==> src/hdl/gqs_pkg.sv <==
// Package for the grid quantizer with strength: field widths, register codes
// and the structures passed between the pipeline modules.
// No dependencies.
package gqs_pkg;

	localparam int unsigned DATA_W = 32;  // sample, bounds, offset and result
	localparam int unsigned INTV_W = 31;  // grid interval register
	localparam int unsigned STR_W  = 17;  // strength register
	localparam int unsigned IDX_W  = 2;   // configuration register index
	localparam int unsigned NUM_W  = 35;  // signed numerator 2*d + q
	localparam int unsigned DVD_W  = 34;  // folded, non-negative dividend
	localparam int unsigned REM_W  = 32;  // partial remainder, below 2*q

	typedef enum logic [IDX_W-1:0] {
		REG_INTERVAL = 2'd0,
		REG_OFFSET   = 2'd1,
		REG_STRENGTH = 2'd2,
		REG_LIMIT    = 2'd3
	} cfg_reg_t;

	typedef struct packed {
		logic [INTV_W-1:0]        interval;
		logic signed [DATA_W-1:0] offset;
		logic [STR_W-1:0]         strength;
		logic                     limit_en;
	} gqs_cfg_t;

	// Per-word side information that rides along the pipeline.
	typedef struct packed {
		logic signed [DATA_W-1:0] x;
		logic signed [DATA_W-1:0] lo;
		logic signed [DATA_W-1:0] hi;
		logic                     zero_err;
		logic                     neg;
	} gqs_ctx_t;

endpackage

==> src/hdl/gqs_front.sv <==
// Entry stage of the grid quantizer: offset removal and numerator folding.
// Depends on gqs_pkg.
module gqs_front (
	input  logic                             clk,
	input  logic                             arst_n,
	input  logic                             adv,
	input  logic                             in_valid,
	input  logic signed [gqs_pkg::DATA_W-1:0] sample_value,
	input  logic signed [gqs_pkg::DATA_W-1:0] low_bound,
	input  logic signed [gqs_pkg::DATA_W-1:0] high_bound,
	input  gqs_pkg::gqs_cfg_t                cfg,
	output logic                             valid_s1,
	output gqs_pkg::gqs_ctx_t                ctx_s1,
	output logic [gqs_pkg::DVD_W-1:0]        dvd_s1
);
	import gqs_pkg::*;

	logic signed [DATA_W:0]  diff_c;
	logic signed [NUM_W-1:0] num_c;
	logic                    neg_c;
	logic [NUM_W-1:0]        fold_c;

	// The grid index is floor((2d + q) / 2q). A negative numerator is folded
	// to its ones complement so the divider only sees non-negative values;
	// the index is then the complement of the quotient.
	always_comb begin
		diff_c = $signed({sample_value[DATA_W-1], sample_value})
			- $signed({cfg.offset[DATA_W-1], cfg.offset});
		num_c  = $signed({diff_c[DATA_W], diff_c, 1'b0})
			+ $signed({{(NUM_W-INTV_W){1'b0}}, cfg.interval});
		neg_c  = num_c[NUM_W-1];
		fold_c = num_c ^ {NUM_W{neg_c}};
	end

	always_ff @(posedge clk or negedge arst_n) begin
		if (!arst_n) begin
			valid_s1 <= 1'b0;
		end else if (adv) begin
			valid_s1 <= in_valid;
		end
	end

	always_ff @(posedge clk) begin
		if (adv) begin
			ctx_s1.x        <= sample_value;
			ctx_s1.lo       <= low_bound;
			ctx_s1.hi       <= high_bound;
			ctx_s1.zero_err <= (cfg.interval == '0);
			ctx_s1.neg      <= neg_c;
			dvd_s1          <= fold_c[DVD_W-1:0];
		end
	end

endmodule

==> config.mk <==
export PLATFORM = sky130hd
export DESIGN_NAME = gqs_front
export DESIGN_NICKNAME = d
export VERILOG_FILES = /design/src/hdl/gqs_pkg.sv /design/src/hdl/gqs_front.sv
export SDC_FILE = /design/constraint.sdc
export NUM_CORES = 1
export LEC_CHECK = 0
export BUFFER_PORTS_ARGS = -buffer_cell sky130_fd_sc_hd__buf_2
export CAP_MARGIN = 20
export CORE_ASPECT_RATIO = 0.6
export CORE_MARGIN = 2
export CORE_UTILIZATION = 53
export DETAILED_ROUTE_END_ITERATION = 6
export PLACE_DENSITY = 0.86
export SETUP_SLACK_MARGIN = 0.5
export SLEW_MARGIN = 20
export SYNTH_ARGS = -nofsm -noshare
export SYNTH_HDL_FRONTEND = slang
export SYNTH_SLANG_ARGS = --single-unit
==> constraint.sdc <==
create_clock -name clk -period 1.2 [get_ports clk]
set_input_delay 0.06 -clock clk [delete_from_list [all_inputs] [get_ports clk]]
set_output_delay 0.06 -clock clk [all_outputs]
set_load 0.02 [all_outputs]
==> results of run 1 <==
[metrics by stage]
stage | cell area [um^2] | utilization (%) | setup slack [ps] | setup TNS [ps] | instances
floorplan | 8120 | - | -2860 | -99080 | 704
global placement | 11400 | 77.8 | -3150 | -109240 | 1385
detailed placement | 11400 | 77.8 | -3300 | -113900 | 1385
CTS | 14100 | 96.7 | -2710 | -93110 | 1529
[timing repair]
item,4_1_cts
hold buffers,99
endpoints found under the hold margin,99
gates resized for setup,303
buffers inserted,10
setup endpoints to repair,169
pin swaps,17
gates cloned,3
[cells in the mapped netlist, types with 2 or more instances]
cell         n
a31o_2       3
xor2_1      25
edfxtp_1   132
nand4_1     10
o21ai_1      2
nand2_1     47
inv_1       58
a21boi_0     4
o21bai_1    12
o221ai_1     3
and4_1       3
fa_1         2
nand2b_1     6
o31a_1       3
o2111ai_1    3
o211ai_1     6
nor3_1       7
a31oi_1      5
buf_6        3
and2_1       5
a22oi_1      2
nor3b_1      2
nor2b_1     11
o21a_1       8
nor4_1       7
mux2_2       2
nand3_1     11
o31ai_1      2
o21ai_0     43
a211oi_1     6
a2111o_1     2
and3_1       2
a21o_1      20
xnor2_1     57
a21oi_1     57
ha_1        62
clkbuf_1     8
or2_2        3
nor2_1      34
[cells by family after synthesis]
| kind of cell | count (synthesis) |
|---|---|
| xor+xnor | 83 |
| fa+ha+maj | 64 |
| buf+inv | 70 |
| compound gates | 199 |
| simple gates | 152 |
| mux | 3 |
| flops | 133 |
==> flow_summary_export.csv, run 1 <==
group,metric,value,unit
synthesis,syn-num-nets,949,
floorplan,fp-row-count,34,
synthesis,synth_edf_count,132,
synthesis,synthTopCellsByArea,"edfxtp_1 (50%), ha_1 (9.8%), xnor2_1 (6.3%)",
status,firstError,"[ERROR DPL-0038] Utilization greater than 100%, impossible to legalize",
clocking,root_buffer,"clkbuf_16",
placed_design,place_congestion,0.949,
clocking,clockBufferDepth,2,
floorplan,io_pins,314,
clocking,ctsHtreeMaxLevel,4,
placed_design,hpwl,19.6,mm
status,lastStage,"global routing (5_1_grt)",
sta,worstEpCategory,"sequential cell input",
clocking,numCtsBuffers,17,
synthesis,synth-seq-cells,133,
synthesis,yosys_warnings,0,
sta,crit_endpoint,"dvd_s1[21]$_DFFE_PP_/D",
global_route,grt_max_degree,32,
synthesis,synthSimpleGateAreaFrac,9.44,%
floorplan,start_util,54.5,%
status,outcome,"stopped before the end",
floorplan,die_y,98.9,um
synthesis,synthArstFlopShare,0.752,%
placed_design,io_buffers,295,
synthesis,synth_ff_type,"edfxtp_1",
synthesis,synth.distinct_cells,65,
synthesis,synth.mux.area_fraction,0.409,%
synthesis,synth_top_family_by_area,"compound AO/OA/AOI/OAI gates",
synthesis,netlist_instances,704,
floorplan,die_x,162,um
synthesis,syn-cell-area,7950,um^2
synthesis,synth_top_area_share,49.9,%
synthesis,synth_top_area_cell,"edfxtp_1",
synthesis,synth-compound-area-share,16.9,%
synthesis,ys_seq_area_share,50.2,%
synthesis,syn_avg_cell_area,11.3,um^2
synthesis,synth_xor_xnor_area_share,9.24,%
synthesis,synth_adder_area_share,10.3,%
clocking,cts_sinks,133,
==> run 2, diff against run 1 <==
--- a/config.mk
+++ b/config.mk
@@ -7,12 +7,10 @@
 export LEC_CHECK = 0
 export BUFFER_PORTS_ARGS = -buffer_cell sky130_fd_sc_hd__buf_2
 export CAP_MARGIN = 20
-export CORE_ASPECT_RATIO = 0.6
 export CORE_MARGIN = 2
-export CORE_UTILIZATION = 53
+export CORE_UTILIZATION = 40
 export DETAILED_ROUTE_END_ITERATION = 6
-export PLACE_DENSITY = 0.86
-export SETUP_SLACK_MARGIN = 0.5
+export PLACE_DENSITY_LB_ADDON = 0.15
 export SLEW_MARGIN = 20
 export SYNTH_ARGS = -nofsm -noshare
 export SYNTH_HDL_FRONTEND = slang
==> flow_summary_export.csv, run 2 <==
group,metric,value,unit
status,outcome,"complete, but fails checks",
status,violations,"setup timing",
sta,slew_viol_final,0,
worst_setup_path,required,1360,ps
clocking,cts_sinks,133,
synthesis,syn-cell-area,7950,um^2
synthesis,yosysMostFrequentCell,"edfxtp_1",
cells_and_area,seq_area,3990,um^2
power_and_ir_drop,p_leak,6.13,nW
synthesis,synth-seq-cells,133,
synthesis,synthArstFlopShare,0.752,%
sta,fin_crit_sh,330,%
detailed_routing,drtIter0Drc,348,
clocking,cts_tree,"yes",
global_route,grt_overflow,0,
clocking,numCtsBuffers,17,
floorplan,coreArea,19500,um^2
detailed_routing,wirelength,24.4,mm
detailed_routing,vias_per_cell,4.80,
synthesis,synth_top_area_share,49.9,%
cells_and_area,area.growth.synth_to_final,68.0,%
cells_and_area,drive_gt1_share,45.3,%
run,timing.max_cap.violations,0,
placed_design,place_congestion,0.933,
power_and_ir_drop,power.density,1520,nW/um^2
global_route,antenna_found_initial,2,
placed_design,place_inst,1449,
worst_setup_path,cp_num_buf_inv,5,
worst_setup_path,cp_cell_sequence,"buf_8 > inv_12 > ha_4 > a211o_1 > a2111o_1 > a21oi_2 > o31a_1 > o21ai_2 > and2_4 > o31ai_4 > a21boi_4 > ha_4 > a21oi_4 > nor2b_1 > o211ai_1 > o311ai_4 > a221oi_4 > o31ai_4 > a31oi_4 > buf_12 > buf_12 > buf_16 > xnor2_2",
cells_and_area,layout_commonest_cell,"buf_2",
synthesis,syn-num-nets,949,
cells_and_area,top_regs,"ctx_s1: 98 flops, dvd_s1: 34 flops, valid_s1: 1 flops",
synthesis,ys_seq_area_share,50.2,%
sta,worst_slew_pin_slew,487,ps
sta,hold_viol,0,
synthesis,synthTopCellsByCount,"edfxtp_1 (132), ha_1 (62), inv_1 (58), a21oi_1 (57), xnor2_1 (57)",
clocking,clockBufferDepth,2,
floorplan,fp-row-count,51,
synthesis,synth_ff_type,"edfxtp_1",
global_route,gr-usage-all-layers,23.1,%
cells_and_area,final_cells,1604,
floorplan,die_x,145,um
synthesis,synth.distinct_cells,65,
sta,slew_headroom,67.2,%
clocking,ctsHtreeMaxLevel,4,
sta,rsz0062_at_grt,"yes",
clocking,insertion_delay,410,ps
global_route,grt_max_degree,43,
worst_setup_path,crit_slowest_cell,"a2111o_1",
worst_setup_path,endpoint_kind,"flip-flop",
floorplan,io_pins,314,
cells_and_area,final_cell_mix,"buf_2 (293), buf_4 (207), edfxtp_1 (132)",
cells_and_area,fillers,1512,
sta,max_freq,253,MHz
power_and_ir_drop,ir_worst_vdd,0.00111,V
sta,fin_skew,0,ps
detailed_routing,final_antenna_net_count,0,
synthesis,syn_avg_cell_area,11.3,um^2
detailed_routing,wl_per_cell,15.2,um
worst_setup_path,criticalPathCategory,"in2reg",
floorplan,start_util,40.8,%
synthesis,netlist_instances,704,
floorplan,die_y,145,um
worst_setup_path,cpPeakStageDelay,420,ps
synthesis,synth_edf_count,132,
clocking,root_buffer,"clkbuf_16",
synthesis,synth_top_area_cell,"edfxtp_1",
placed_design,io_buffers,295,
global_route,first_global_vias,7953,
clocking,path_clk_slew,60,ps
detailed_routing,vias,7693,
cells_and_area,nets,1569,
worst_setup_path,critPathMaxFanout,6,
synthesis,yosys_warnings,0,
global_route,grt_pass1_wl,38.9,mm
worst_setup_path,startpoint_type,"primary input",
placed_design,pre_cts_slack,-3270,ps
sta,fin_crit,3960,ps
synthesis,synthTopCellsByArea,"edfxtp_1 (50%), ha_1 (9.8%), xnor2_1 (6.3%)",
cells_and_area,top_register,"ctx_s1",
floorplan,die-area,21000,um^2
worst_setup_path,worstPathArrival,4120,ps
detailed_routing,drc,0,
cells_and_area,largest_register_ffs,98,
sta,finalWorstSetupSlack,-2760,ps
placed_design,hpwl,18.3,mm
worst_setup_path,critical-path-top-delay-family,"compound AO/OA/AOI/OAI gates",
detailed_routing,firstDrtPassIters,5,
min_path,hold_class,"in2reg",
sta,setup_viol,35,
cells_and_area,multiInputGateArea,3990,um^2
==> run 2: cell counts after synthesis <==
No cell type changed its count.
==> run 2: repair_timing <==
action	CTS	global route
endpoints found under the hold margin	111	0
pin swaps	20	9
gates resized for setup	25	18
hold buffers	101	0
endpoints found under the setup margin	35	36
gates cloned	3	0
setup buffers	18	2
==> run 2: cells by family (layout without fill, tap and decap cells) <==
| group | after synthesis | in the layout | share of synthesized area [%] |
|---|---|---|---|
| other | 0 | 2 | 0 |
| xor gates and xnor gates | 83 | 83 | 9.24 |
| DFF | 133 | 133 | 50.2 |
| muxes | 3 | 3 | 0.409 |
| adders and majority gates | 64 | 64 | 10.3 |
| and+or+nand+nor | 152 | 152 | 9.44 |
| AOI/OAI and AO/OA | 199 | 199 | 16.9 |
| buffers and inverters | 70 | 703 | 3.60 |
==> run 2: worst paths after layout <==
check | start | endpoint | slack, ps | cells after the start
setup / recovery | cfg[22] | dvd_s1[16] | -2760 | 23
hold / removal | cfg[67] | ctx_s1[1] | 100 | 4
setup reg to reg | valid_s1 | valid_s1 | 450 | 1
hold reg to reg | valid_s1 | valid_s1 | 520 | 1
max in group asynchronous | arst_n | valid_s1 | 600 | 3
min in group asynchronous | arst_n | valid_s1 | 500 | 3
==> run 2: layout make-up <==
type	count	area share, %
repair buffers	613	31.8
clock inverters	15	1.01
clock buffers	17	3.19
flip-flops and latches	133	29.9
inverters	58	1.72
multi-input cells	501	29.9
diodes	2	0.0375
well taps	265	2.48
==> run 2: metrics by stage <==
stage                     total power [mW]  hold WS [ps]  TNS, ps  util [%]  instance area, um^2
final                                 20.3          95.7   -93560      68.6                13400
after detailed placement              14.4          -164  -113220      58.4                11400
after floorplan                       11.2          -236   -99080         -                 8110
after global placement                14.3          -165  -110900      58.4                11400
after CTS                             20.3          91.8   -92850      68.3                13300
after global routing                  21.4           106   -99390      68.6                13300
==> run 2: layer usage <==
layer	GRT usage [%]	routed length (um)	vias up	share of wire, %
li1	-	-	3868	-
met1	27.2	10200	3529	42
met2	39.7	11800	254	48
met3	6.01	1660	42	6.8
met4	10.1	774	0	3.2
met5	0	0	-	0
==> run 2: report_power, final <==
group          internal, mW  switching, mW
combinational          4.38           4.65
clock                  2.74           2.28
sequential             6.12          0.184
Note: power is estimated with default switching activity, not from simulation.
