--- src/hdl/gqs_pkg.sv ---
// Package for the grid quantizer with strength: field widths, register codes
// and the structures passed between the pipeline modules.
// No dependencies.
package gqs_pkg;

	localparam int unsigned DATA_W = 32;  // sample, bounds, offset and result
	localparam int unsigned INTV_W = 31;  // grid interval register
	localparam int unsigned STR_W  = 17;  // strength register
	localparam int unsigned IDX_W  = 2;   // configuration register index
	localparam int unsigned NUM_W  = 35;  // signed numerator 2*d + q
	localparam int unsigned DVD_W  = 34;  // folded, non-negative dividend
	localparam int unsigned REM_W  = 32;  // partial remainder, below 2*q

	typedef enum logic [IDX_W-1:0] {
		REG_INTERVAL = 2'd0,
		REG_OFFSET   = 2'd1,
		REG_STRENGTH = 2'd2,
		REG_LIMIT    = 2'd3
	} cfg_reg_t;

	typedef struct packed {
		logic [INTV_W-1:0]        interval;
		logic signed [DATA_W-1:0] offset;
		logic [STR_W-1:0]         strength;
		logic                     limit_en;
	} gqs_cfg_t;

	// Per-word side information that rides along the pipeline.
	typedef struct packed {
		logic signed [DATA_W-1:0] x;
		logic signed [DATA_W-1:0] lo;
		logic signed [DATA_W-1:0] hi;
		logic                     zero_err;
		logic                     neg;
	} gqs_ctx_t;

endpackage

--- src/hdl/gqs_back.sv ---
// Back end of the grid quantizer: leftover distance, strength scaling,
// bound limiting and saturation, four register stages.
// Depends on gqs_pkg.
module gqs_back #(
	parameter int unsigned FRAC_BITS = 16
) (
	input  logic                              clk,
	input  logic                              arst_n,
	input  logic                              adv,
	input  gqs_pkg::gqs_cfg_t                 cfg,
	input  logic                              valid_i,
	input  gqs_pkg::gqs_ctx_t                 ctx_i,
	input  logic [gqs_pkg::REM_W-1:0]         rem_i,
	output logic                              valid_s4,
	output logic signed [gqs_pkg::DATA_W-1:0] value_s4,
	output logic                              err_s4
);
	import gqs_pkg::*;

	localparam int unsigned FX_W   = ((FRAC_BITS > STR_W) ? FRAC_BITS : STR_W) + 2;
	localparam int unsigned PROD_W = DATA_W + FX_W;
	localparam int unsigned RES_W  = PROD_W + 2;
	localparam logic [FX_W-1:0] ONE_V = {{(FX_W-1){1'b0}}, 1'b1} << FRAC_BITS;
	localparam logic signed [PROD_W:0] HALF_V =
		{{PROD_W{1'b0}}, 1'b1} << (FRAC_BITS - 1);

	// Stage 1: leftover distance e from the division remainder.
	logic signed [DATA_W:0]   two_e_c;
	logic signed [FX_W-1:0]   factor_c;
	logic                     valid_s1;
	gqs_ctx_t                 ctx_s1;
	logic signed [DATA_W-1:0] e_s1;
	logic signed [FX_W-1:0]   factor_s1;

	always_comb begin
		if (ctx_i.neg) begin
			two_e_c = $signed({2'b00, cfg.interval}) - $signed({{DATA_W{1'b0}}, 1'b1})
				- $signed({1'b0, rem_i});
		end else begin
			two_e_c = $signed({1'b0, rem_i}) - $signed({2'b00, cfg.interval});
		end
		factor_c = $signed(ONE_V) - $signed({{(FX_W-STR_W){1'b0}}, cfg.strength});
	end

	// Stage 2: e times (1 - strength).
	logic                     valid_s2;
	gqs_ctx_t                 ctx_s2;
	logic signed [DATA_W-1:0] e_s2;
	logic signed [PROD_W-1:0] prod_s2;

	// Stage 3: rounded leftover and the unlimited result x - e + leftover.
	logic signed [PROD_W:0]  sum_c;
	logic signed [PROD_W:0]  leftover_c;
	logic signed [RES_W-1:0] base_c;
	logic                    valid_s3;
	gqs_ctx_t                ctx_s3;
	logic signed [RES_W-1:0] base_s3;

	always_comb begin
		sum_c      = $signed({prod_s2[PROD_W-1], prod_s2}) + HALF_V;
		leftover_c = sum_c >>> FRAC_BITS;
		base_c     = $signed({{(RES_W-DATA_W){ctx_s2.x[DATA_W-1]}}, ctx_s2.x})
			- $signed({{(RES_W-DATA_W){e_s2[DATA_W-1]}}, e_s2})
			+ $signed({leftover_c[PROD_W], leftover_c});
	end

	// Stage 4: bound limiting and saturation.
	logic signed [RES_W-1:0] q_c;
	logic signed [RES_W-1:0] up_c;
	logic signed [RES_W-1:0] final_c;
	logic                    ovf_hi_c;
	logic                    ovf_lo_c;
	logic signed [DATA_W-1:0] sat_c;

	always_comb begin
		q_c  = $signed({{(RES_W-INTV_W){1'b0}}, cfg.interval});
		up_c = (cfg.limit_en && (base_s3 < $signed({{(RES_W-DATA_W){ctx_s3.lo[DATA_W-1]}},
			ctx_s3.lo}))) ? (base_s3 + q_c) : base_s3;
		final_c = (cfg.limit_en && (up_c > $signed({{(RES_W-DATA_W){ctx_s3.hi[DATA_W-1]}},
			ctx_s3.hi}))) ? (base_s3 - q_c) : up_c;
		ovf_hi_c = !final_c[RES_W-1] && (|final_c[RES_W-2:DATA_W-1]);
		ovf_lo_c = final_c[RES_W-1] && !(&final_c[RES_W-2:DATA_W-1]);
		if (ctx_s3.zero_err) begin
			sat_c = '0;
		end else if (ovf_hi_c) begin
			sat_c = {1'b0, {(DATA_W-1){1'b1}}};
		end else if (ovf_lo_c) begin
			sat_c = {1'b1, {(DATA_W-1){1'b0}}};
		end else begin
			sat_c = final_c[DATA_W-1:0];
		end
	end

	always_ff @(posedge clk or negedge arst_n) begin
		if (!arst_n) begin
			valid_s1 <= 1'b0;
			valid_s2 <= 1'b0;
			valid_s3 <= 1'b0;
			valid_s4 <= 1'b0;
		end else if (adv) begin
			valid_s1 <= valid_i;
			valid_s2 <= valid_s1;
			valid_s3 <= valid_s2;
			valid_s4 <= valid_s3;
		end
	end

	always_ff @(posedge clk) begin
		if (adv) begin
			ctx_s1    <= ctx_i;
			e_s1      <= two_e_c[DATA_W:1];
			factor_s1 <= factor_c;
			ctx_s2    <= ctx_s1;
			e_s2      <= e_s1;
			prod_s2   <= $signed({{FX_W{e_s1[DATA_W-1]}}, e_s1})
				* $signed({{DATA_W{factor_s1[FX_W-1]}}, factor_s1});
			ctx_s3    <= ctx_s2;
			base_s3   <= base_c;
			value_s4  <= sat_c;
			err_s4    <= ctx_s3.zero_err;
		end
	end

endmodule

--- config.mk ---
export PLATFORM = sky130hd
export DESIGN_NAME = gqs_back
export DESIGN_NICKNAME = d
export VERILOG_FILES = /design/src/hdl/gqs_pkg.sv /design/src/hdl/gqs_back.sv
export SDC_FILE = /design/constraint.sdc
export NUM_CORES = 2
export LEC_CHECK = 0
export BUFFER_PORTS_ARGS = -buffer_cell sky130_fd_sc_hd__buf_4
export CORE_UTILIZATION = 31
export CTS_CLUSTER_SIZE = 12
export DETAILED_ROUTE_END_ITERATION = 8
export GPL_TIMING_DRIVEN = 1
export HOLD_SLACK_MARGIN = 0.03
export PLACE_DENSITY = 0.47
export SLEW_MARGIN = 40
export SYNTH_ARGS = -nofsm -noshare
export SYNTH_HDL_FRONTEND = slang
export SYNTH_SLANG_ARGS = --single-unit
--- constraint.sdc ---
create_clock -name clk -period 6.8 [get_ports clk]
set_input_delay 0 -clock clk [delete_from_list [all_inputs] [get_ports clk]]
set_output_delay 0 -clock clk [all_outputs]
set_load 0.02 [all_outputs]
-- Word-level counts from Yosys, hierarchy flattened
Cells that the tools add are included.
- word-level logic and storage cells: 49
- output and inout bits: 34
- register bits after elaboration: 482
- input bits: 215
- magnitude comparators: 2
- multiplexer cells: 5
- add/subtract/negate cells: 9
- reductions and logical operators: 9
- $mul: 1
- operator list (cell ; number):
    $mux W53 ; 2
    $add A53 B32 Y53 ; 1
    $gt A53 B32 Y1 ; 1
    $lt A53 B32 Y1 ; 1
    $sub A53 B32 Y53 ; 1
    $add A51 B17 Y52 const B ; 1
    $mul A32 B18 Y50 ; 1
    $add A33 B36 Y37 ; 1
    $mux W33 ; 1
    $sub A32 B31 Y33 ; 1
    $sub A32 B32 Y33 ; 1
    $sub A32 B33 Y33 ; 1
    $mux W32 ; 1
    $sub A31 B1 Y32 const B ; 1
    $mux W31 ; 1
    $reduce_and A21 Y1 ; 1
    $reduce_or A21 Y1 ; 1
    $sub A17 B17 Y18 const A ; 1
    $logic_and A1 B1 Y1 ; 4
    $logic_not A1 Y1 ; 2
    $reduce_or A2 Y1 ; 1

-- Depth between registers and ports, before layout
- word-level depth: 11
- mapped depth: 28
- mapped depth without buffers: 26

-- Worst setup path before layout
No wires, ideal clock.
- path type: reg2reg
- start: reg e_s1[12]
- end: reg prod_s2[45], data pin
- path slack: -0.334 ns
- cell stages (with the launch flop): 28
- data arrival time: 6.872 ns
- path buffers: 2
- cells stage by stage: edfxtp_1 > clkbuf_1 > clkbuf_1 > nand2_1 > fa_1 > inv_1 > fa_1 > inv_1 > fa_1 > inv_1 > fa_1 > inv_1 > fa_1 > inv_1 > fa_1 > ha_1 > nand4_1 > a2111oi_0 > o211ai_1 > a211oi_1 > o2111ai_1 > a31oi_1 > o211ai_1 > nor4_1 > or3_1 > a21oi_1 > o21bai_1 > xor2_1
- longest elaborated chain between the ends: 1
- RTL lines (what ; line ; source):
    start, declared ; gqs_back.sv:32 ; logic signed [DATA_W-1:0] e_s1;
    start signal, assigned ; gqs_back.sv:111 ; e_s1 <= two_e_c[DATA_W:1];
    $mul A32 B18 Y50 ; gqs_back.sv:116 ; * $signed({{DATA_W{factor_s1[FX_W-1]}}, factor_s1});
    end signal, assigned ; gqs_back.sv:115 ; prod_s2 <= $signed({{FX_W{e_s1[DATA_W-1]}}, e_s1})
    end, declared ; gqs_back.sv:49 ; logic signed [PROD_W-1:0] prod_s2;
No other way between the ends.
A chain may end at the register's enable or synchronous reset.

-- Worst setup path in the final report
- start: reg factor_s1[14]
- end: reg prod_s2[47], data pin
- longest elaborated chain between the ends: 1
- RTL lines (what ; line ; source):
    start, declared ; gqs_back.sv:33 ; logic signed [FX_W-1:0] factor_s1;
    start signal, assigned ; gqs_back.sv:112 ; factor_s1 <= factor_c;
    $mul A32 B18 Y50 ; gqs_back.sv:116 ;
No other way between the ends.

==> reports/results.txt <==
For the clock sink count, the log shows 450. The utilization after layout was 0.389; the shortest clock period the worst path allows after layout was 7.29 ns. On the critical path, the stage with the largest delay is an instance of fa_1. The longest clock path from root to sink contains 3 buffers.

Clock-pin slew was measured on the worst setup and hold paths at 0.07 ns. The tools report the number of design rule violations left after detail routing as 0. At the worst endpoint, the arrival time is 7.68 ns. The total number of nets in the final design came out at 6494. The startpoint identified for the worst hold timing path is ctx_i[33]. Clock tree synthesis inserted a total of 56 buffers. The first detailed-routing pass took 5 iterations.

The core region is 0.150 mm2. Dividing the synthesized area by the synthesized cell count gives 10.2 um2. TritonCTS built the clock tree. The layout cell share with drive strength beyond 1 works out to 0.179. The floorplan die width was 390 um; the combined area of the multi-input logic cells was 0.0303 mm2. The synthesized design contains 446 enable-type register cells. The tools report the overflow left after global routing as 0. For this block, the initial DRC count from the detailed router was 2098.

The tools report the final number of setup-violating endpoints as 19. In the routed layout, each cell is associated on average with a via count of 4.75. Kind of end point of the critical path: a flip-flop. In the synthesized netlist, the cells that appear most often are inv_1 (772), fa_1 (592), nand2_1 (569), edfxtp_1 (446), ha_1 (368). For this block, the routed nets add up to 146000 um of wire.

Among all cell types in the netlist, the one instantiated most often is inv_1. Compared with the post-synthesis result, the final layout area differs by 24.9%. Counting flops and latches in the post-synthesis netlist gives 450.

The final reports fail on negative setup slack. By instance count, the cell type seen most on the critical path is buf_4. The tools report the count of synthesis-stage warnings from yosys as 0.

The synthesized design spends more area on one cell type than any other, namely edfxtp_1. At the end of routability-driven placement, the weighted congestion stood at 0.896. For the area of the die, the log shows 0.152 mm2.

The final antenna-violating net count came out at 0. After synthesis, the netlist uses 98 different library cells. The top cell family by delay on the critical path is adder cells. For the worst-skew pair, the clock arrives at the later sink with an insertion delay of 0.69 ns. The overall via count from detail_route is 35000.

Entering global routing, the biggest net connects 170 pins. Synthesis produced a netlist with a net count of 5756. The initial cell density of the core was 0.312; the storage element area was 0.0135 mm2. In this run the number of H-tree levels came out at 2.

The run finished, with violations left. For the number of hold-slack violations in the final timing report, the log shows 0. For this design the top-level I/O count stands at 249. The actual transition at the worst max-transition pin was 0.946 ns; the setup slack of the critical path after layout was -0.494 ns. The data required time of the worst path is 7.18 ns, and the number of antenna violations at the first check in global routing is 6.

The tools report the reg-to-reg startpoint as factor_s1[14]. In this run the worst hold path is classified as in2reg. For the total of max-cap violations, the log shows 0. The buffer cell driving the clock tree root was clkbuf_16. For the post-detailed-placement half-perimeter wirelength, the log shows 119000 um.

Share of the clock period used by the worst path after layout: 1.07. The final clock skew came out at 0.0655 ns. In the synthesized netlist the dominant register cell turns out to be edfxtp_1. The first global-routing pass estimated 222000 um of wire.

Row generation in the floorplan step produced 142 rows. The number of cells produced by synthesis came out at 4581. The die span in y is 390 um. The element type at the critical path start is a flip-flop. The share of async-settable or async-resettable flops after synthesis was 0.00889. Global-route usage over all layers: 0.193. By area the synthesized netlist is led by edfxtp_1 (29%), fa_1 (25%), ha_1 (9.9%), inv_1 (6.2%), nand2_1 (4.6%). The tools report the launching element of the worst setup path as factor_s1[14]. The number of global-route vias before repair is 36800. The max-slew violation count is 0. The cell area that synthesis handed to floorplanning was 0.0467 mm2. Count of buffering cells on the critical path with inverters included: 10. The maximum net fanout on the critical path works out to 4. In this run the tool buffered the top-level ports with 216 buffer cells. The area share of the leading cell type in the synthesized netlist came out at 0.287. The highest achievable clock rate was 137 MHz. Setup repair after global routing could not meet its margin everywhere.

The tools report the share of synthesized area occupied by flip-flops and latches as 0.289. The average routed wire per standard cell works out to 19.8 um. For the number of filler instances in the final layout, the log shows 15000. The headroom to the max-slew limit was 0.363; the biggest cell delay along the critical path was 0.55 ns. The type of the worst setup path was reg2reg.
[layer usage]
| metal | wire [um] | track usage | vias to the layer above |
|---|---|---|---|
| met5 | 27 | 0 | - |
| met4 | 2470 | 0.0337 | 4 |
| met3 | 6830 | 0.0244 | 138 |
| met2 | 69200 | 0.321 | 723 |
| met1 | 67300 | 0.271 | 17700 |
| li1 | - | - | 16500 |
[flip-flops by register name, indices dropped and copies added (netlist names)]
name       count
prod_s2       35
valid_s2       1
ctx_s2        97
base_s3       37
factor_s1     18
valid_s1       1
e_s1          32
err_s4         1
ctx_s1        97
ctx_s3        65
value_s4      32
valid_s4       1
e_s2          32
valid_s3       1
[cell usage in the layout, fill, tap and decap left out, types with 60 or more instances in the layout]
cell type and count:
xnor2_1 184, inv_1 761, fa_1 588, clkbuf_16 60
a21o_1 73, and2_1 162, buf_4 608, a21oi_1 190
ha_1 352, dlygate4sd3_1 177, o21ai_0 119, xor2_1 62
nor2_1 165, edfxtp_1 446, nand2_1 561
[kinds of logic (layout without fill, tap and decap cells)]
| family | Yosys count | count (layout) | share of synthesized area |
|---|---|---|---|
| and+or+nand+nor | 1245 | 1245 | 0.127 |
| adders and majority gates | 960 | 960 | 0.352 |
| buffers and inverters | 945 | 1726 | 0.0799 |
| AOI/OAI and AO/OA | 698 | 698 | 0.0976 |
| DFF | 450 | 450 | 0.289 |
| xor gates and xnor gates | 253 | 253 | 0.0478 |
| muxes | 30 | 30 | 0.00664 |
| other | 0 | 1 | 0 |
[final cells by class]
type,instances,area share
diodes,1,0.0000429
clock buffers,64,0.0245
clock inverters,37,0.00547
inverters,778,0.0501
multi-input cells,3186,0.520
flip-flops and latches,450,0.231
well taps,2016,0.0432
repair buffers,847,0.125
[metrics by stage]
| step | std cells | worst slack, ns | hold WS, ns | cell area (um2) | TNS [ns] |
|---|---|---|---|---|---|
| after detailed placement | 7032 | -0.813 | -0.200 | 53200 | -24.03 |
| final | 7379 | -0.494 | 0.0795 | 58300 | -5.70 |
| after CTS | 7344 | -0.570 | 0.0302 | 57300 | -5.32 |
| after global placement | 7032 | -0.828 | -0.201 | 53200 | -24.90 |
| after floorplan | 4581 | 0.0292 | -0.296 | 46800 | 0 |
| after global routing | 7378 | -0.783 | 0.0413 | 58300 | -12.51 |
[worst paths after layout]
| kind | end | slack [ns] | cells after the start |
|---|---|---|---|
| max | prod_s2[47] | -0.49 | 30 |
| max in group asynchronous | valid_s2 | 6.37 | 3 |
| min in group asynchronous | valid_s4 | 0.27 | 3 |
| max reg2reg | prod_s2[47] | -0.49 | 30 |
| min reg2reg | ctx_s3[52] | 0.40 | 0 |
| min | ctx_s1[33] | 0.08 | 2 |
[what timing repair did]
item	4_1_cts	5_1_grt
hold endpoints to repair	200	0
resized for setup	64	132
cloned	1	5
endpoints found under the setup margin	50	53
hold buffers	177	0
pin swaps	45	81
buffers inserted	38	33
Power is left out: the tool's default activity adds up to more than one toggle a clock period on the data nets, which glitch-free logic cannot reach.
