### config.mk
export PLATFORM = sky130hd
export DESIGN_NAME = gqs_div_step
export DESIGN_NICKNAME = d
export VERILOG_FILES = /design/src/hdl/gqs_pkg.sv /design/src/hdl/gqs_div_step.sv
export SDC_FILE = /design/constraint.sdc
export NUM_CORES = 1
export LEC_CHECK = 0
export ABC_CLOCK_PERIOD_IN_PS = 1600
export BUFFER_PORTS_ARGS = -buffer_cell sky130_fd_sc_hd__buf_2
export CORE_ASPECT_RATIO = 0.5
export CORE_MARGIN = 2
export CORE_UTILIZATION = 30
export DETAILED_ROUTE_END_ITERATION = 6
export PLACE_DENSITY = 0.56
export SLEW_MARGIN = 20
export SYNTH_ARGS = -nofsm -noshare
export SYNTH_HDL_FRONTEND = slang
export SYNTH_SLANG_ARGS = --single-unit
### constraint.sdc
create_clock -name clk -period 1.6 [get_ports clk]
set_input_delay 0.24 -clock clk [delete_from_list [all_inputs] [get_ports clk]]
set_output_delay 0.24 -clock clk [all_outputs]
set_load 0.01 [all_outputs]
### src/hdl/gqs_pkg.sv
// Package for the grid quantizer with strength: field widths, register codes
// and the structures passed between the pipeline modules.
// No dependencies.
package gqs_pkg;

	localparam int unsigned DATA_W = 32;  // sample, bounds, offset and result
	localparam int unsigned INTV_W = 31;  // grid interval register
	localparam int unsigned STR_W  = 17;  // strength register
	localparam int unsigned IDX_W  = 2;   // configuration register index
	localparam int unsigned NUM_W  = 35;  // signed numerator 2*d + q
	localparam int unsigned DVD_W  = 34;  // folded, non-negative dividend
	localparam int unsigned REM_W  = 32;  // partial remainder, below 2*q

	typedef enum logic [IDX_W-1:0] {
		REG_INTERVAL = 2'd0,
		REG_OFFSET   = 2'd1,
		REG_STRENGTH = 2'd2,
		REG_LIMIT    = 2'd3
	} cfg_reg_t;

	typedef struct packed {
		logic [INTV_W-1:0]        interval;
		logic signed [DATA_W-1:0] offset;
		logic [STR_W-1:0]         strength;
		logic                     limit_en;
	} gqs_cfg_t;

	// Per-word side information that rides along the pipeline.
	typedef struct packed {
		logic signed [DATA_W-1:0] x;
		logic signed [DATA_W-1:0] lo;
		logic signed [DATA_W-1:0] hi;
		logic                     zero_err;
		logic                     neg;
	} gqs_ctx_t;

endpackage

### src/hdl/gqs_div_step.sv
// One restoring division step of the grid quantizer: one dividend bit per stage.
// Depends on gqs_pkg.
module gqs_div_step (
	input  logic                      clk,
	input  logic                      arst_n,
	input  logic                      adv,
	input  logic [gqs_pkg::INTV_W-1:0] interval,
	input  logic                      valid_i,
	input  gqs_pkg::gqs_ctx_t         ctx_i,
	input  logic [gqs_pkg::REM_W-1:0] rem_i,
	input  logic [gqs_pkg::DVD_W-1:0] dvd_i,
	output logic                      valid_s1,
	output gqs_pkg::gqs_ctx_t         ctx_s1,
	output logic [gqs_pkg::REM_W-1:0] rem_s1,
	output logic [gqs_pkg::DVD_W-1:0] dvd_s1
);
	import gqs_pkg::*;

	logic [REM_W:0] divisor_c;
	logic [REM_W:0] trial_c;
	logic [REM_W:0] rem_c;

	// The divisor is twice the interval; the remainder always stays below it.
	always_comb begin
		divisor_c = {1'b0, interval, 1'b0};
		trial_c   = {rem_i, dvd_i[DVD_W-1]};
		rem_c     = (trial_c >= divisor_c) ? (trial_c - divisor_c) : trial_c;
	end

	always_ff @(posedge clk or negedge arst_n) begin
		if (!arst_n) begin
			valid_s1 <= 1'b0;
		end else if (adv) begin
			valid_s1 <= valid_i;
		end
	end

	always_ff @(posedge clk) begin
		if (adv) begin
			ctx_s1 <= ctx_i;
			rem_s1 <= rem_c[REM_W-1:0];
			dvd_s1 <= {dvd_i[DVD_W-2:0], 1'b0};
		end
	end

endmodule

---- Word-level counts from Yosys, hierarchy flattened ----
Cells that the tools add are included.
word-level totals
  bits in registers ....................... 164
  input bits .............................. 199
  output and inout port bits .............. 165
  logic and storage cells ................. 11
cells by class
  add/sub/neg operators ................... 1
  $lt $le $gt $ge ......................... 1
  mux-type cells .......................... 1
operators by type and width
  operator                        number
  >= comparator 33 x 32 -> 1 bit  1
  two-way mux 32 bit              1
  subtractor 32 bit               1

---- Longest topological paths before layout ----
Gate-level depths: netlist of the first run.
  word-level depth ........................ 2
  gate-level depth with buffers ........... 14

---- Worst setup path after synthesis of the first run ----
OpenSTA, ideal clock, no wires.
  path type ............................... input port to flip-flop
  start point ............................. input interval[5] (netlist name)
  end point ............................... register rem_s1[14] (netlist name) (data pin)
  arrival ................................. 2.778 ns
  required time ........................... 1.338 ns
  setup slack ............................. -1.440 ns
  stages on the path ...................... 11
  buffers on the path ..................... 1
  cell sequence ........................... inv_1 > ha_1 > a21o_1 > or3_1 > o221a_2 > a31oi_4 > a21oi_2 > o31a_1 > o41ai_4 > buf_6 > mux2_1
between the ends
  longest elaborated chain between the ends .. 2
  elaborated cells between the ends (all ways) .. 3
RTL lines
  element                                                              RTL line            source
  start: declaration                                                   gqs_div_step.sv:7   input logic [gqs_pkg::INTV_W-1:0] interval,
  subtractor 32 bit or >= comparator 33 x 32 -> 1 bit (tied branches)  gqs_div_step.sv:27  rem_c = (trial_c >= divisor_c) ? (trial_c - divisor_c) : trial_c;
  two-way mux 32 bit *                                                 gqs_div_step.sv:27
  net rem_c[14]                                                        gqs_div_step.sv:21  logic [REM_W:0] rem_c;
  end signal: assignment                                               gqs_div_step.sv:41  rem_s1 <= rem_c[REM_W-1:0];
  end: declaration                                                     gqs_div_step.sv:14  output logic [gqs_pkg::REM_W-1:0] rem_s1,
Mark *: on every way through the listed nets, which the timed path passes. The rest lies on a longest branch.
A chain may end at the register's enable or synchronous reset.

---- Final worst setup path of the first run ----
Same ends and word-level chain as after synthesis.

==> impl_metrics.py, run 1 <==
metrics = {
    "global_route": {
        "grt_first_pass_wirelength_um": 36930,
        "grt_use_total": 0.2002,
        "grt_remaining_overflow": 0,
        "grt_max_degree": 37,
        "antenna_found_initial": 1,
        "grt_pass1_vias": 6809,
    },
    "place": {
        "dpl.hpwl_um": 17350,
        "placement.io_buffers": 362,
        "dp_cells": 1267,
        "gp_congestion": 0.8554,
    },
    "floorplan": {
        "die-area_mm2": 0.02462,
        "dieWidth_um": 219.9,
        "core_mm2": 0.02284,
        "rows": 39,
        "start_util": 0.3062,
        "die_h_um": 112.0,
        "io_pins": 364,
    },
    "cts": {
        "root_buffer": "clkbuf_16",
        "htreeDepth": 4,
        "clock_path_buffers": 2,
        "cts.sinks": 164,
        "cts_buffers": 17,
        "cts_tree": "done",
        "clk_latency_ps": 430,
        "path_clk_slew_ps": 70,
    },
    "synthesis": {
        "yosysUniqueCellTypes": 49,
        "synth.top_cells.by_area": "edfxtp_1, ha_1, o21ai_0, nand2_1, inv_1",
        "synth_area_mm2": 0.006992,
        "synth_warnings": 0,
        "synth_edf_count": 163,
        "synth.ff_latch_count": 164,
        "synth_nets": 713,
        "synth_cells": 482,
        "synth_most_common_cell": "edfxtp_1",
        "synthFlopType": "edfxtp_1",
        "syn_avg_cell_area_um2": 14.51,
        "netlist.area_leader.share": 0.7001,
        "ys_async_sr_fraction": 0.006098,
        "seq_area_frac_synth": 0.7037,
        "synth_top_cell_by_area": "edfxtp_1",
        "synthTopCellsByCount": "edfxtp_1, nand2_1, o21ai_0",
    },
    "timing": {
        "rsz0062_at_grt": "yes",
        "finalCriticalPeriod_ps": 2698,
        "hold_ws_ps": 44.75,
        "hold_viol": 0,
        "skew_ps": 0,
        "fin_crit_sh": 1.686,
        "finalSetupViolCount": 31,
        "timing.final.ws_setup_ps": -1098,
        "final_max_slew_viol_count": 0,
        "clock.fmax_ghz": 0.3706,
    },
    "power_and_ir_drop": {
        "irDropWorstVdd_v": 0.0007375,
        "power.density_mw_per_mm2": 1011,
        "p_leak_nw": 5.810,
        "p_total_mw": 12.87,
    },
    "route": {
        "drt_iter0_markers": 372,
        "routed_wl_um": 24840,
        "route.detailed.drc": 0,
        "num_vias": 6441,
        "wl_per_cell_um": 17.12,
        "final_antenna_net_count": 0,
        "first_pass_iters": 5,
        "vias_per_cell": 4.439,
    },
    "final_layout": {
        "drive_above_1_share": 0.5284,
        "fin_cells": 1451,
        "syn2layout_area_growth_pct": 82.10,
        "fillers": 1903,
        "fin_nets": 1361,
    },
    "worst_setup_path": {
        "slowest_stage": "or3_4",
        "rr_startpoint": "valid_s1$_DFFE_PN0P_",
        "required_ps": 1780,
        "endpoint_kind": "flop",
        "cpPeakStageDelay_ps": 340,
        "critPathArrivalTime_ps": 2880,
        "cp_max_fo": 7,
        "crit_path_start": "interval[5]",
        "worstSetupPathType": "in -> reg",
        "path_cells": "buf_6 -> inv_4 -> ha_4 -> a21o_1 -> or3_4 -> o221a_4 -> a31oi_4 -> a21oi_2 -> o31a_1 -> o41ai_4 -> buf_4 -> buf_12 -> mux2_4",
        "start_kind": "input port",
    },
    "run": {
        "drv_cap": 0,
    },
    "run_status": {
        "violations": "setup timing",
        "status": "complete, but fails checks",
    },
    "min_path": {
        "hold_path_class": "in -> reg",
        "min-delay-start": "valid_i",
    },
}
flip-flops by register name, summed over array words and instances (netlist names):
| signal | flops |
|---|---|
| ctx_s1 | 98 |
| dvd_s1 | 33 |
| rem_s1 | 32 |
| valid_s1 | 1 |
per-stage QoR:
step	area [µm²]	setup WS [ps]	setup TNS, ps	utilization
after floorplan	7027	-1417	-39880	-
after global placement	10180	-1615	-48050	0.4458
after detailed placement	10180	-1695	-50440	0.4458
after CTS	12620	-1167	-31050	0.5524
after global routing	12730	-1136	-32380	0.5575
final	12730	-1098	-30740	0.5575
path summary, 6_finish.rpt:
kind,slack [ps],endpoint,cells after the start
setup reg to reg,850,valid_s1$_DFFE_PN0P_,1
min in group asynchronous,130,valid_s1$_DFFE_PN0P_,2
setup / recovery,-1100,rem_s1[14]$_DFFE_PP_,13
hold / removal,40,valid_s1$_DFFE_PN0P_,2
hold reg to reg,520,valid_s1$_DFFE_PN0P_,1
max in group asynchronous,1380,valid_s1$_DFFE_PN0P_,2
critical path, delay by kind of cell:
kind | cells | cell delay, ps
adder cells (fa/ha/maj) | 1 | 190
AO/OA/AOI/OAI | 6 | 1320
multiplexers | 1 | 300
buffers and inverters | 4 | 470
AND/OR/NAND/NOR | 1 | 340
cells by family (layout without fill, tap and decap cells):
family	count (synthesis)	after routing	synth area share
flip-flops	164	164	0.7036
AO/OA/AOI/OAI	120	120	0.1122
AND/OR/NAND/NOR	90	90	0.06013
buffers and inverters	48	709	0.02989
adder cells (fa/ha/maj)	32	32	0.05834
XOR/XNOR	23	23	0.02881
multiplexers	4	4	0.006442
other	1	2	0.0005363
routing by layer:
metal  wire [µm]  global-route usage
met1        9599              0.2170
met2       13670              0.3807
met3        1011             0.04454
met4         557             0.07248
met5           0                   0
timing repair:
action                                  CTS  global route
pin swaps                                36            26
hold buffers                            133             0
endpoints found under the setup margin   31            31
gates cloned                              6             0
resized for setup                        80            33
buffers inserted                          8             9
hold endpoints to repair                133             0
area by class of cell:
| cell class | count | area (µm²) | area share |
|---|---|---|---|
| clock inverter | 14 | 224.0 | 0.01759 |
| antenna | 1 | 2.502 | 0.0001965 |
| sequential | 164 | 4920 | 0.3864 |
| tap | 307 | 384.1 | 0.03017 |
| timing repair buffer | 638 | 4439 | 0.3487 |
| multi-input combinational | 270 | 2185 | 0.1716 |
| inverter | 39 | 148.9 | 0.01169 |
| clock buffer | 18 | 429.2 | 0.03371 |
layout by cell type (no fill, tap or decap), types with 5 or more instances in the layout:
cell type / synthesis / routed
a21o_1: 18 / 18
a21oi_1: 24 / 20
buf_12: 0 / 9
buf_2: 2 / 358
buf_4: 1 / 125
buf_6: 3 / 6
buf_8: 0 / 5
clkbuf_16: 0 / 17
dlygate4sd3_1: 0 / 133
edfxtp_1: 163 / 163
ha_1: 31 / 26
inv_1: 39 / 37
nand2_1: 41 / 26
nand2_2: 0 / 12
nand2b_1: 7 / 6
nand3_1: 5 / 5
nand4_1: 5 / 5
nor2_1: 14 / 14
o21ai_0: 41 / 16
o21ai_1: 1 / 5
o21ai_2: 0 / 19
xnor2_1: 10 / 10
xor2_1: 13 / 13
power breakdown:
group | switching, mW | leakage (nW) | total [mW] | internal [mW]
combinational | 1.42 | 3.89 | 2.98 | 1.57
sequential | 0.125 | 1.61 | 5.33 | 5.21
clock | 1.88 | 0.318 | 4.56 | 2.68
total | 3.42 | 5.81 | 12.9 | 9.45
(Power assumes the default switching activity.)
==> run 2: changes to the inputs <==
CORE_ASPECT_RATIO = not set   (was 0.5)
==> impl_metrics.py, run 2 (same netlist as run 1, synthesis figures left out) <==
metrics = {
    "floorplan": {
        "rows": 55,
        "dieWidth_um": 156.7,
        "die-area_mm2": 0.02454,
        "core_mm2": 0.02278,
        "start_util": 0.3069,
        "io_pins": 364,
        "die_h_um": 156.7,
    },
    "global_route": {
        "grt_remaining_overflow": 0,
        "grt_pass1_vias": 6352,
        "grt_max_degree": 41,
        "antenna_found_initial": 1,
        "grt_first_pass_wirelength_um": 33710,
        "grt_use_total": 0.1803,
    },
    "worst_setup_path": {
        "endpoint_kind": "flop",
        "crit_buf_inv": 2,
        "r2r_slack_ps": 850,
        "path_cells": "buf_6 -> ha_4 -> a21o_1 -> or3_1 -> o221a_4 -> a31oi_4 -> a21oi_2 -> o31a_1 -> buf_6 -> o21a_1 -> or3_1 -> a32o_1",
        "ff2ff_path_depth": 1,
        "crit_path_start": "rem_i[5]",
        "cp_max_fo": 2,
        "cpPeakStageDelay_ps": 340,
        "required_ps": 1780,
        "rr_startpoint": "valid_s1$_DFFE_PN0P_",
        "critPathArrivalTime_ps": 2770,
        "worstSetupPathType": "in -> reg",
        "crit_family": "compound AO/OA/AOI/OAI gates",
        "slowest_stage": "o31a_1",
        "start_kind": "input port",
        "regToRegEndpoint": "valid_s1$_DFFE_PN0P_",
    },
    "cts": {
        "clock_path_buffers": 2,
        "cts_tree": "done",
        "clk_latency_ps": 420,
        "cts_buffers": 17,
        "cts.sinks": 164,
        "htreeDepth": 4,
        "root_buffer": "clkbuf_16",
        "path_clk_slew_ps": 70,
    },
    "route": {
        "first_pass_iters": 4,
        "num_vias": 6280,
        "routed_wl_um": 23070,
        "route.detailed.drc": 0,
        "drt_iter0_markers": 247,
        "final_antenna_net_count": 0,
        "wl_per_cell_um": 16.02,
        "vias_per_cell": 4.361,
    },
    "final_layout": {
        "fin_nets": 1344,
        "largest_register_ffs": 98,
        "drive_above_1_share": 0.5124,
        "fin_cells": 1440,
        "syn2layout_area_growth_pct": 77.15,
        "largest_registers": "ctx_s1 (98), dvd_s1 (33), rem_s1 (32)",
        "utilization": 0.5438,
        "top_register": "ctx_s1",
        "mostFrequentLayoutCell": "buf_2",
        "layout_common_cells": "buf_2, edfxtp_1, dlygate4sd3_1, buf_4, inv_1",
        "final_cell_area_mm2": 0.01239,
    },
    "power_and_ir_drop": {
        "pwr-share-seq": 0.438,
        "internal_power_mw": 8.754,
        "p_total_mw": 12.13,
        "p_comb_frac": 0.227,
        "power_frac_clock": 0.335,
        "irDropWorstVdd_v": 0.0005981,
        "power.density_mw_per_mm2": 979.3,
        "p_sw_frac": 0.2783,
        "p_sw_mw": 3.375,
        "p_leak_nw": 5.639,
    },
    "min_path": {
        "min-delay-start": "dvd_i[33]",
        "hold_depth": 1,
        "hold_path_class": "in -> reg",
        "worstHoldEndpoint": "rem_s1[0]$_DFFE_PP_",
    },
    "timing": {
        "clock.fmax_ghz": 0.3853,
        "rsz0062_at_grt": "yes",
        "hold_viol": 0,
        "skew_ps": 0,
        "timing.final.ws_setup_ps": -995.5,
        "final_max_slew_viol_count": 0,
        "finalCriticalPeriod_ps": 2596,
        "fin_crit_sh": 1.622,
        "finalSetupViolCount": 31,
    },
    "place": {
        "gp_congestion": 0.8106,
        "placement.io_buffers": 362,
        "dp_cells": 1268,
        "place_area_mm2": 0.01014,
        "dpl.hpwl_um": 16540,
    },
    "run": {
        "drv_cap": 0,
    },
    "run_status": {
        "status": "complete, but fails checks",
        "violations": "setup timing",
    },
}
run 2: cell count changes in the layout (fill, tap and decap cells not counted), sizes merged:
cell	before	now
inv	43	48
clkbuf	18	19
buf	505	488
dlygate4sd3	133	132
bufinv	4	0
clkinv	6	5
run 2: area by class of cell:
| cell class | instances | area, µm² |
|---|---|---|
| diodes | 1 | 2.502 |
| clock buffers | 18 | 429.2 |
| clock inverters | 14 | 155.1 |
| fillers | 1927 | 10390 |
| inverters | 39 | 148.9 |
| multi-input cells | 270 | 2105 |
| flip-flops and latches | 164 | 4920 |
| well taps | 313 | 391.6 |
| repair buffers | 621 | 4234 |
run 2: how the worst max path moves through the flow:
| stage | endpoint | slack, ps | cells after the start |
|---|---|---|---|
| after global placement | rem_s1[27]$_DFFE_PP_ | -1530 | 12 |
| after floorplan | rem_s1[14]$_DFFE_PP_ | -1420 | 10 |
| after global routing | rem_s1[29]$_DFFE_PP_ | -1030 | 13 |
| after detailed placement | rem_s1[16]$_DFFE_PP_ | -1590 | 13 |
| after CTS | rem_s1[29]$_DFFE_PP_ | -970 | 12 |
| final | rem_s1[29]$_DFFE_PP_ | -1000 | 12 |
run 2: per-stage QoR:
step / setup slack [ps] / TNS (ps) / hold WS [ps]
after floorplan: -1417 / -39880 / -55.59
after CTS: -967.7 / -27750 / 15.55
after global routing: -1031 / -28960 / 16.71
after global placement: -1527 / -46050 / 15.42
final: -995.5 / -27120 / 39.31
after detailed placement: -1590 / -47690 / 20.71
run 2: power groups by stage:
stage / Sequential [mW] / Combinational [mW] / Clock [mW]
finish: 5.31 / 2.76 / 4.06
global placement: 5.40 / 2.26 / 0
detailed placement: 5.40 / 2.27 / 0
CTS: 5.31 / 2.74 / 4.19
global route: 5.35 / 2.99 / 4.32
floorplan: 5.63 / 0.753 / 0
run 2: routing by layer:
metal	up-vias	part of all wire	track usage
met5	-	0	0
met4	0	0.024	0.06597
met3	37	0.063	0.04320
met2	248	0.53	0.3344
met1	2920	0.39	0.1998
li1	3075	-	-
run 2: repair_timing:
action	CTS	global route
resized for setup	61	19
setup buffers	6	0
endpoints found under the hold margin	132	0
hold buffers	132	0
cloned	2	1
pin swaps	30	9
endpoints found under the setup margin	31	31
==> run 3: changes to the inputs <==
ABC_CLOCK_PERIOD_IN_PS = 2200   (was 1600)
HOLD_SLACK_MARGIN = 0.15   (was not set)
PLACE_DENSITY = 0.58   (was 0.56)
clock period = 2.2 ns   (was 1.6 ns; I/O delays follow)
==> impl_metrics.py, run 3 (same netlist as run 1, synthesis figures left out) <==
metrics = {
    "run_status": {
        "status": "complete, but fails checks",
        "violations": "setup timing",
    },
    "timing": {
        "hold_viol": 0,
        "finalSetupViolCount": 31,
        "worst_pin_slew_ps": 558.1,
        "timing.final.ws_setup_ps": -524.1,
        "slew_headroom": 0.6279,
        "fin_tns_setup_ps": -13250,
        "fin_crit_sh": 1.238,
        "skew_ps": 0,
        "finalCriticalPeriod_ps": 2724,
        "final_max_slew_viol_count": 0,
        "clock.fmax_ghz": 0.3671,
        "rsz0062_at_grt": "yes",
        "hold_ws_ps": 199.9,
    },
    "power_and_ir_drop": {
        "p_total_mw": 9.003,
        "power.density_mw_per_mm2": 735.6,
        "p_leak_nw": 5.600,
        "irDropWorstVdd_v": 0.0004701,
    },
    "place": {
        "dpl.hpwl_um": 16630,
        "gp_congestion": 0.8162,
        "place_area_mm2": 0.01001,
        "dp_cells": 1256,
        "place_ws_ps": -1085,
        "placement.io_buffers": 362,
    },
    "final_layout": {
        "drive_above_1_share": 0.4928,
        "utilization": 0.5373,
        "fillers": 1940,
        "layout_common_cells": "buf_2, edfxtp_1, dlygate4sd3_1, buf_4, inv_1",
        "mostFrequentLayoutCell": "buf_2",
        "largest_register_ffs": 98,
        "top_register": "ctx_s1",
        "largest_registers": "ctx_s1 (98), dvd_s1 (33), rem_s1 (32)",
        "syn2layout_area_growth_pct": 75.04,
        "final_cell_area_mm2": 0.01224,
        "fin_cells": 1432,
        "fin_nets": 1336,
    },
    "cts": {
        "cts_buffers": 17,
        "clock_path_buffers": 2,
        "cts.sinks": 164,
        "clk_latency_ps": 420,
        "root_buffer": "clkbuf_16",
        "path_clk_slew_ps": 70,
        "htreeDepth": 4,
        "cts_tree": "done",
    },
    "route": {
        "final_antenna_net_count": 0,
        "routed_wl_um": 23830,
        "wl_per_cell_um": 16.64,
        "num_vias": 6329,
        "wl_met2_um": 12600,
        "drt_iter0_markers": 271,
        "m1WireLength_um": 8855,
        "maxUsedRoutingLayer": "met5",
        "route.detailed.drc": 0,
        "vias_per_cell": 4.420,
        "first_pass_iters": 4,
        "wl_met3_um": 1634,
    },
    "global_route": {
        "grt_first_pass_wirelength_um": 34820,
        "antenna_found_initial": 2,
        "grt_pass1_vias": 6496,
        "grt_max_degree": 57,
        "grt_use_total": 0.1874,
        "grt_remaining_overflow": 0,
    },
    "floorplan": {
        "rows": 55,
        "die-area_mm2": 0.02454,
        "io_pins": 364,
        "dieWidth_um": 156.7,
        "die_h_um": 156.7,
        "start_util": 0.3069,
        "core_mm2": 0.02278,
    },
    "worst_setup_path": {
        "required_ps": 2370,
        "endpoint_kind": "flop",
        "cp_max_fo": 7,
        "critPathArrivalTime_ps": 2890,
        "start_kind": "input port",
        "worstSetupPathType": "in -> reg",
    },
    "min_path": {
        "hold_path_class": "in -> reg",
    },
    "run": {
        "drv_cap": 0,
    },
}
[run 3: changes by cell type in the layout (fill, tap and decap cells not counted), sizes merged]
cell         before  now
buf             488  479
bufinv            0    3
clkinv            5    2
clkinvlp          0    1
dlygate4sd3     132  134
inv              48   46
[run 3: metal layers]
metal	track usage	vias to the layer above
met5	0	-
met4	0.07864	2
met3	0.05677	39
met2	0.3434	235
met1	0.1994	2996
li1	-	3057
[run 3: cell type report]
class                           count  area [µm²]  area share
Clock inverter                     13       191.4     0.01564
Sequential cell                   164        4920      0.4020
Clock buffer                       19       432.9     0.03537
Multi-Input combinational cell    270        2022      0.1652
Antenna cell                        1       2.502   0.0002045
Inverter                           39       148.9     0.01217
Timing Repair Buffer              613        4129      0.3374
Tap cell                          313       391.6     0.03200
[run 3: what timing repair did]
action / CTS / global route
buffers inserted: 7 / 1
endpoints found under the setup margin: 31 / 31
resized for setup: 48 / 19
gates cloned: 3 / 0
pin swaps: 22 / 8
hold buffers: 134 / 0
endpoints found under the hold margin: 134 / 0
[run 3: power by group]
group          total (mW)  switching (mW)  internal (mW)
clock                3.17            1.33           1.84
combinational        1.97           0.957           1.01
sequential           3.86          0.0758           3.79
total                9.00            2.37           6.64
[run 3: path summary, 6_finish.rpt]
| path | start | endpoint | slack, ps | cells past startpoint |
|---|---|---|---|---|
| max reg2reg | valid_s1$_DFFE_PN0P_ | valid_s1$_DFFE_PN0P_ | 1460 | 1 |
| min | rem_i[5] | rem_s1[6]$_DFFE_PP_ | 200 | 3 |
| min reg2reg | valid_s1$_DFFE_PN0P_ | valid_s1$_DFFE_PN0P_ | 510 | 1 |
| min in group asynchronous | arst_n | valid_s1$_DFFE_PN0P_ | 250 | 2 |
| max | interval[5] | rem_s1[7]$_DFFE_PP_ | -520 | 12 |
| max in group asynchronous | arst_n | valid_s1$_DFFE_PN0P_ | 1870 | 2 |
[run 3: critical path, cell delays in order]
cell	delay, ps
buf_6	100
inv_4	40
ha_4	190
a21o_1	170
or3_1	360
o221a_4	280
a31oi_4	220
a21oi_2	80
o31a_1	290
o41ai_4	310
buf_6	220
mux2_4	300
